## src/rtl/swq_pkg.sv

```systemverilog
package swq_pkg;

	localparam int MAX_SLEEPERS_DEF = 16;
	localparam int TIME_BITS_DEF    = 32;

	localparam int ID_W         = 4;
	localparam int TICKS_W      = 32;
	localparam int KIND_W       = 3;
	localparam int RESULT_LIMIT = 16;

	localparam logic OP_SLEEP = 1'b0;
	localparam logic OP_TICK  = 1'b1;

	localparam logic [KIND_W-1:0] KIND_QUEUED = 3'd0;
	localparam logic [KIND_W-1:0] KIND_ZERO   = 3'd1;
	localparam logic [KIND_W-1:0] KIND_FULL   = 3'd2;
	localparam logic [KIND_W-1:0] KIND_WOKEN  = 3'd3;
	localparam logic [KIND_W-1:0] KIND_NONE   = 3'd4;

endpackage

```

## src/rtl/swq_ram.sv

```systemverilog
module swq_ram #(
	parameter int DEPTH = swq_pkg::MAX_SLEEPERS_DEF,
	parameter int WIDTH = swq_pkg::TIME_BITS_DEF + swq_pkg::ID_W
) (
	input  logic                     clk,
	input  logic                     we,
	input  logic [$clog2(DEPTH)-1:0] waddr,
	input  logic [WIDTH-1:0]         wdata,
	input  logic [$clog2(DEPTH)-1:0] raddr,
	output logic [WIDTH-1:0]         rdata
);

	logic [WIDTH-1:0] mem [DEPTH];
	logic [WIDTH-1:0] rdata_q;

	always_ff @(posedge clk) begin
		if (we) begin
			mem[waddr] <= wdata;
		end
		rdata_q <= mem[raddr];
	end

	assign rdata = rdata_q;

endmodule

```

## src/rtl/sleep_wakeup_queue.sv

```systemverilog
// zero-tick and table-full requests: result in the next cycle, busy stays low
// sleep request: result at the end of the insertion walk, which moves later entries up one
// at a time over the single-port-read entry memory (ST_INS_RD, ST_INS, ST_PUT)
// tick: after ST_TK_RD and ST_TK, a none-woken result or woken results back to back
// results are single-cycle strobes; the receiver cannot stall, busy holds off new transactions
// arst_n clears time, count and pointers; entry memory is left uninitialized
module sleep_wakeup_queue #(
	parameter int MAX_SLEEPERS = swq_pkg::MAX_SLEEPERS_DEF,
	parameter int TIME_BITS    = swq_pkg::TIME_BITS_DEF
) (
	input  logic                        clk,
	input  logic                        arst_n,
	input  logic                        start,
	output logic                        busy,
	input  logic                        opcode,
	input  logic [swq_pkg::ID_W-1:0]    thread_id,
	input  logic [swq_pkg::TICKS_W-1:0] sleep_ticks,
	output logic                        valid,
	output logic [swq_pkg::KIND_W-1:0]  kind,
	output logic [swq_pkg::ID_W-1:0]    woken_id,
	output logic                        last
);

	localparam int IDX_W = $clog2(MAX_SLEEPERS);
	localparam int CNT_W = $clog2(MAX_SLEEPERS + 1);
	localparam int ENT_W = TIME_BITS + swq_pkg::ID_W;
	localparam int SUM_W = ((TIME_BITS > swq_pkg::TICKS_W) ? TIME_BITS : swq_pkg::TICKS_W) + 1;
	localparam int N_W   = $clog2(swq_pkg::RESULT_LIMIT + 1);
	localparam logic [IDX_W-1:0] IDX_LAST = IDX_W'(MAX_SLEEPERS - 1);
	localparam logic [TIME_BITS-1:0] TIME_MAX = {TIME_BITS{1'b1}};

	typedef enum logic [2:0] {
		ST_IDLE,
		ST_INS_RD,
		ST_INS,
		ST_PUT,
		ST_TK_RD,
		ST_TK
	} state_t;

	state_t                     state_q;
	logic [TIME_BITS-1:0]       cur_q;
	logic [IDX_W-1:0]           head_q;
	logic [IDX_W-1:0]           tail_q;
	logic [CNT_W-1:0]           count_q;
	logic [IDX_W-1:0]           ptr_q;
	logic [CNT_W-1:0]           rem_q;
	logic [TIME_BITS-1:0]       wake_q;
	logic [swq_pkg::ID_W-1:0]   id_q;
	logic [N_W-1:0]             n_q;
	logic                       pend_q;
	logic [swq_pkg::ID_W-1:0]   pend_id_q;
	logic                       valid_q;
	logic [swq_pkg::KIND_W-1:0] kind_q;
	logic [swq_pkg::ID_W-1:0]   woken_id_q;
	logic                       last_q;

	logic [IDX_W-1:0]         ptr_inc;
	logic [IDX_W-1:0]         ptr_dec;
	logic [IDX_W-1:0]         head_inc;
	logic [IDX_W-1:0]         tail_inc;
	logic [IDX_W-1:0]         tail_dec;
	logic [SUM_W-1:0]         sum;
	logic [TIME_BITS-1:0]     wake_sat;
	logic                     accept;
	logic [IDX_W-1:0]         rd_addr;
	logic [ENT_W-1:0]         rd_data;
	logic [TIME_BITS-1:0]     rd_wake;
	logic [swq_pkg::ID_W-1:0] rd_id;
	logic                     wr_en;
	logic [IDX_W-1:0]         wr_addr;
	logic [ENT_W-1:0]         wr_data;
	logic                     later;
	logic                     due;

	assign ptr_inc  = (ptr_q == IDX_LAST) ? '0 : ptr_q + 1'b1;
	assign ptr_dec  = (ptr_q == '0) ? IDX_LAST : ptr_q - 1'b1;
	assign head_inc = (head_q == IDX_LAST) ? '0 : head_q + 1'b1;
	assign tail_inc = (tail_q == IDX_LAST) ? '0 : tail_q + 1'b1;
	assign tail_dec = (tail_q == '0) ? IDX_LAST : tail_q - 1'b1;

	assign sum      = SUM_W'(cur_q) + SUM_W'(sleep_ticks);
	assign wake_sat = (sum > SUM_W'(TIME_MAX)) ? TIME_MAX : sum[TIME_BITS-1:0];

	assign accept  = start && (state_q == ST_IDLE);
	assign rd_wake = rd_data[swq_pkg::ID_W +: TIME_BITS];
	assign rd_id   = rd_data[swq_pkg::ID_W-1:0];
	assign later   = rd_wake > wake_q;
	assign due     = (count_q != '0) && (n_q != N_W'(swq_pkg::RESULT_LIMIT))
		&& (rd_wake <= cur_q);

	always_comb begin
		unique case (state_q)
			ST_INS:   rd_addr = ptr_dec;
			ST_TK_RD: rd_addr = head_q;
			ST_TK:    rd_addr = head_inc;
			default:  rd_addr = ptr_q;
		endcase
	end

	always_comb begin
		wr_en   = 1'b0;
		wr_addr = ptr_inc;
		wr_data = {wake_q, id_q};
		unique case (state_q)
			ST_INS: begin
				wr_en = 1'b1;
				if (later) begin
					wr_data = rd_data;
				end
			end
			ST_PUT:  wr_en = 1'b1;
			default: wr_en = 1'b0;
		endcase
	end

	swq_ram #(
		.DEPTH(MAX_SLEEPERS),
		.WIDTH(ENT_W)
	) u_ram (
		.clk  (clk),
		.we   (wr_en),
		.waddr(wr_addr),
		.wdata(wr_data),
		.raddr(rd_addr),
		.rdata(rd_data)
	);

	always_ff @(posedge clk or negedge arst_n) begin
		if (!arst_n) begin
			state_q    <= ST_IDLE;
			cur_q      <= '0;
			head_q     <= '0;
			tail_q     <= '0;
			count_q    <= '0;
			ptr_q      <= '0;
			rem_q      <= '0;
			wake_q     <= '0;
			id_q       <= '0;
			n_q        <= '0;
			pend_q     <= 1'b0;
			pend_id_q  <= '0;
			valid_q    <= 1'b0;
			kind_q     <= swq_pkg::KIND_NONE;
			woken_id_q <= '0;
			last_q     <= 1'b0;
		end else begin
			valid_q <= 1'b0;
			unique case (state_q)
				ST_IDLE: begin
					if (accept) begin
						if (opcode == swq_pkg::OP_TICK) begin
							if (cur_q != TIME_MAX) begin
								cur_q <= cur_q + 1'b1;
							end
							n_q     <= '0;
							pend_q  <= 1'b0;
							state_q <= ST_TK_RD;
						end else if (sleep_ticks == '0) begin
							valid_q    <= 1'b1;
							kind_q     <= swq_pkg::KIND_ZERO;
							woken_id_q <= thread_id;
							last_q     <= 1'b1;
						end else if (count_q == CNT_W'(MAX_SLEEPERS)) begin
							valid_q    <= 1'b1;
							kind_q     <= swq_pkg::KIND_FULL;
							woken_id_q <= thread_id;
							last_q     <= 1'b1;
						end else begin
							wake_q  <= wake_sat;
							id_q    <= thread_id;
							ptr_q   <= tail_dec;
							rem_q   <= count_q;
							state_q <= (count_q == '0) ? ST_PUT : ST_INS_RD;
						end
					end
				end
				ST_INS_RD: begin
					state_q <= ST_INS;
				end
				ST_INS: begin
					if (later) begin
						ptr_q <= ptr_dec;
						rem_q <= rem_q - 1'b1;
						if (rem_q == CNT_W'(1)) begin
							state_q <= ST_PUT;
						end
					end else begin
						tail_q     <= tail_inc;
						count_q    <= count_q + 1'b1;
						valid_q    <= 1'b1;
						kind_q     <= swq_pkg::KIND_QUEUED;
						woken_id_q <= id_q;
						last_q     <= 1'b1;
						state_q    <= ST_IDLE;
					end
				end
				ST_PUT: begin
					tail_q     <= tail_inc;
					count_q    <= count_q + 1'b1;
					valid_q    <= 1'b1;
					kind_q     <= swq_pkg::KIND_QUEUED;
					woken_id_q <= id_q;
					last_q     <= 1'b1;
					state_q    <= ST_IDLE;
				end
				ST_TK_RD: begin
					state_q <= ST_TK;
				end
				ST_TK: begin
					if (due) begin
						if (pend_q) begin
							valid_q    <= 1'b1;
							kind_q     <= swq_pkg::KIND_WOKEN;
							woken_id_q <= pend_id_q;
							last_q     <= 1'b0;
						end
						pend_q    <= 1'b1;
						pend_id_q <= rd_id;
						head_q    <= head_inc;
						count_q   <= count_q - 1'b1;
						n_q       <= n_q + 1'b1;
					end else begin
						valid_q <= 1'b1;
						last_q  <= 1'b1;
						if (pend_q) begin
							kind_q     <= swq_pkg::KIND_WOKEN;
							woken_id_q <= pend_id_q;
						end else begin
							kind_q     <= swq_pkg::KIND_NONE;
							woken_id_q <= '0;
						end
						pend_q  <= 1'b0;
						state_q <= ST_IDLE;
					end
				end
				default: state_q <= ST_IDLE;
			endcase
		end
	end

	assign busy     = state_q != ST_IDLE;
	assign valid    = valid_q;
	assign kind     = kind_q;
	assign woken_id = woken_id_q;
	assign last     = last_q;

endmodule

```

## config.mk

```make
export PLATFORM = sky130hd
export DESIGN_NAME = sleep_wakeup_queue
export DESIGN_NICKNAME = d
export VERILOG_FILES = /design/src/rtl/swq_pkg.sv /design/src/rtl/swq_ram.sv /design/src/rtl/sleep_wakeup_queue.sv
export SDC_FILE = /design/constraint.sdc
export NUM_CORES = 1
export LEC_CHECK = 0
export ABC_AREA = 1
export BUFFER_PORTS_ARGS = -buffer_cell sky130_fd_sc_hd__buf_2
export CAP_MARGIN = 20
export CORE_AREA = 2 2 278 280
export CTS_CLUSTER_DIAMETER = 50
export DETAILED_ROUTE_END_ITERATION = 10
export DIE_AREA = 0 0 280 282
export PLACE_DENSITY = 0.67
export SETUP_SLACK_MARGIN = 0.3
export SYNTH_ARGS = -nofsm -noshare
export SYNTH_HDL_FRONTEND = slang
export SYNTH_SLANG_ARGS = --single-unit
```

## constraint.sdc

```tcl
create_clock -name clk -period 2.9 [get_ports clk]
set_input_delay 0.29 -clock clk [delete_from_list [all_inputs] [get_ports clk]]
set_output_delay 0.29 -clock clk [all_outputs]
set_load 0.02 [all_outputs]
```

==> flow_metrics.py <==
metrics = {
    "finish": {
        "nNetsFinal": 3605,
        "drive_above_1_share_pct": 16.8,
        "synthToLayoutAreaGrowth_pct": 21.7,
        "antenna_cells": 0,
    },
    "sta": {
        "maxSlewViolCount": 0,
        "setup_ws_ns": 0.280,
        "fin_crit_sh_pct": 90.4,
        "timing.fmax_mhz": 382,
        "relSlewSlack_pct": 46.8,
        "finClkSkew_ns": 0.0377,
        "fin_tns_setup_ns": 0,
        "setup_viol": 0,
        "grt_setup_unrepaired": "yes",
        "tightest_slew_ns": 0.798,
        "period_minus_slack_ns": 2.62,
        "hold_viol": 0,
    },
    "run_status": {
        "status": "finished clean",
    },
    "yosys": {
        "synth_top_flop_cell": "edfxtp_1",
        "synth_xor_xnor_area_share_pct": 1.50,
        "async_flop_share_pct": 15.5,
        "syn-num-nets": 3374,
        "ys_seq_area_share_pct": 61.6,
        "ys_ff_latch": 724,
        "synth_common_cells": "605 x nand2_1, 576 x edfxtp_1, 353 x inv_1",
        "synth.most_common_cell": "nand2_1",
        "yosys.area.top_type_share_pct": 51.2,
        "yosys.area_share.simple_pct": 11.6,
        "synthCells": 3218,
        "yosysUniqueCellTypes": 43,
        "synth_top_family_by_area": "compound AO/OA/AOI/OAI gates",
        "netlist_top_cells_area": "edfxtp_1 51%, dfrtp_1 8.2%, nand2_1 6.7%",
        "syn_area_mm2": 0.0338,
        "yosysWarnings": 0,
        "synthAdderAreaFrac_pct": 4.34,
        "synth_compound_area_share_pct": 15.1,
        "yosysTopAreaCell": "edfxtp_1",
        "synthMuxAreaShare_pct": 0.0296,
        "syn_avg_cell_area_um2": 10.5,
        "synth_edf_count": 576,
    },
    "critical_path": {
        "worst-endpoint-required_ns": 3.35,
        "setup.worst_path.end_class": "flip-flop",
        "path_cells": "nor2_4 -> nand2_2 -> inv_4 -> nand2_1 -> nor2_1 -> nor4_4 -> buf_4 -> buf_12 -> inv_6 -> buf_4 -> o211ai_1 -> nand3_1 -> nand2_1",
        "max_stage_delay_ns": 0.46,
        "arrival_ns": 3.07,
        "path_max_fanout": 14,
        "slowest_stage": "dfrtp_2",
        "worstSetupPathType": "reg -> reg",
        "start_kind": "flip-flop",
    },
    "clocking": {
        "cts_tree": "done",
        "cts_root_buf": "clkbuf_16",
        "clkSlewWorstSetupHoldPaths_ns": 0.07,
        "cts_max_level": 3,
        "clock-sinks": 724,
        "numCtsBuffers": 78,
        "clock_path_buffers": 3,
        "clock_latency_ns": 0.64,
    },
    "route": {
        "dr.pass1.iters": 5,
        "first_iter_violations": 2869,
        "num_vias": 25700,
        "topRoutingLayerUsed": "met4",
        "wl_per_cell_um": 22.2,
        "routed-wl-met3_um": 9150,
        "ant_nets": 0,
        "wl_met1_um": 41700,
        "via_per_inst": 5.71,
        "wirelength_um": 99800,
        "drc": 0,
        "met2_length_um": 45800,
    },
    "floorplan": {
        "rows": 101,
        "die_h_um": 282,
        "die_area_mm2": 0.0790,
        "start_util_pct": 44.7,
        "io_pins": 50,
        "core_area_mm2": 0.0757,
        "fp.dieW_um": 280,
    },
    "placement": {
        "dp_slack_ns": -0.280,
        "place_congestion": 1.00,
        "port_buffers": 49,
        "post-dp-hpwl_um": 60700,
    },
    "flow_run": {
        "maxCapViolCount": 0,
    },
    "pwr": {
        "power.leakage_nw": 15.8,
        "peakVddDrop_mv": 0.682,
        "power.density_mw_per_mm2": 1210,
    },
    "global_route": {
        "grt_pass1_wl_um": 145000,
        "grt_max_degree": 84,
        "antenna_found_initial": 0,
        "grt-ovfl-total": 0,
        "grt_use_total_pct": 24.3,
        "first_global_vias": 23900,
    },
    "worst_hold_path": {
        "hp-class": "in -> reg",
    },
}
==> path summary, 6_finish.rpt <==
path                                          from                 endpoint  slack, ns  cells past startpoint
max reg2reg                 state_q[2]$_DFFE_PN0P_  u_ram.rdata[29]$_DFF_P_       0.28                     13
max in group asynchronous                   arst_n     cur_q[7]$_DFFE_PN0P_       1.82                      3
min reg2reg                woken_id[3]$_DFFE_PN0P_  woken_id[3]$_DFFE_PN0P_       0.48                      2
min                                         opcode   state_q[2]$_DFFE_PN0P_       0.05                      3
min in group asynchronous                   arst_n     ptr_q[1]$_DFFE_PN0P_       0.26                      2
max                         state_q[2]$_DFFE_PN0P_  u_ram.rdata[29]$_DFF_P_       0.28                     13
==> cells by family after synthesis <==
family | count (synthesis)
AOI/OAI and AO/OA | 850
xor gates and xnor gates | 58
adders and majority gates | 116
buffers and inverters | 515
DFF | 724
muxes | 1
and+or+nand+nor | 954
==> registers in the layout, summed over array words and instances, names as in the netlist <==
name,cells
valid,1
last,1
pend_id_q,4
tail_q,4
woken_id,4
u_ram.rdata,36
wake_q,32
u_ram.mem,576
id_q,4
cur_q,32
count_q,5
kind,3
rem_q,5
state_q,3
head_q,4
n_q,5
pend_q,1
ptr_q,4
==> area by class of cell <==
cell class                      count  area (µm²)
Timing Repair Buffer              300        3210
Clock inverter                     48         581
Fill cell                        6318       34600
Multi-Input combinational cell   1980       11800
Timing Repair inverter              1        5.00
Tap cell                          978        1220
Sequential cell                   724       20800
Clock buffer                       98        2130
Inverter                          364        1390
==> timing repair <==
action / 4_1_cts / 5_1_grt
cloned: 1 / 18
hold buffers: 5 / 0
gates resized for setup: 55 / 199
buffers inserted: 4 / 18
pin swaps: 2 / 20
hold endpoints to repair: 54 / 0
setup endpoints to repair: 629 / 965
==> placed cells by master (no fill, tap or decap), types with 22 or more instances in the layout <==
| cell | netlist | routed |
|---|---|---|
| xor2_1 | 45 | 44 |
| o21ai_0 | 292 | 245 |
| nand2_1 | 605 | 581 |
| a21oi_1 | 222 | 211 |
| o21ai_4 | 0 | 22 |
| ha_1 | 114 | 106 |
| nor2_1 | 158 | 127 |
| nor3_1 | 34 | 32 |
| edfxtp_1 | 576 | 576 |
| buf_2 | 43 | 49 |
| buf_4 | 4 | 157 |
| clkbuf_16 | 0 | 88 |
| dfrtp_1 | 111 | 98 |
| inv_1 | 353 | 340 |
| o211ai_1 | 290 | 290 |
| buf_12 | 0 | 53 |
| nand3_1 | 115 | 110 |
| dfxtp_1 | 36 | 36 |
==> worst max-delay path, delay by kind of cell (launching register included) <==
| kind | cells | cell delay, ns |
|---|---|---|
| AO/OA/AOI/OAI | 1 | 0.12 |
| buffers and inverters | 5 | 0.93 |
| flip-flops | 1 | 0.46 |
| AND/OR/NAND/NOR | 7 | 0.89 |
==> report_power, final <==
| part | switching (mW) | internal, mW |
|---|---|---|
| clock network | 4.24 | 6.17 |
| logic | 15.8 | 8.81 |
| registers | 0.751 | 13.9 |
==> metrics by stage <==
stage | power, mW | instance area [µm²] | hold WS [ns] | util [%] | instances
global placement | 36.3 | 37000 | 0.413 | 48.9 | 4301
finish | 49.7 | 41100 | 0.0452 | 54.3 | 4493
floorplan | 27.9 | 33800 | -0.00559 | - | 3218
CTS | 47.4 | 40000 | 0.0138 | 52.9 | 4457
detailed placement | 36.6 | 37000 | 0.416 | 48.9 | 4301
global route | 52.4 | 41100 | 0.0460 | 54.3 | 4493
==> routing by layer <==
metal  track usage (%)  vias up
met5                 0        -
met4              8.32        0
met3              4.11      202
met2              38.5     1187
met1              33.8    12400
li1                  -    11900
No activity file was read; power rests on OpenSTA's default activity.
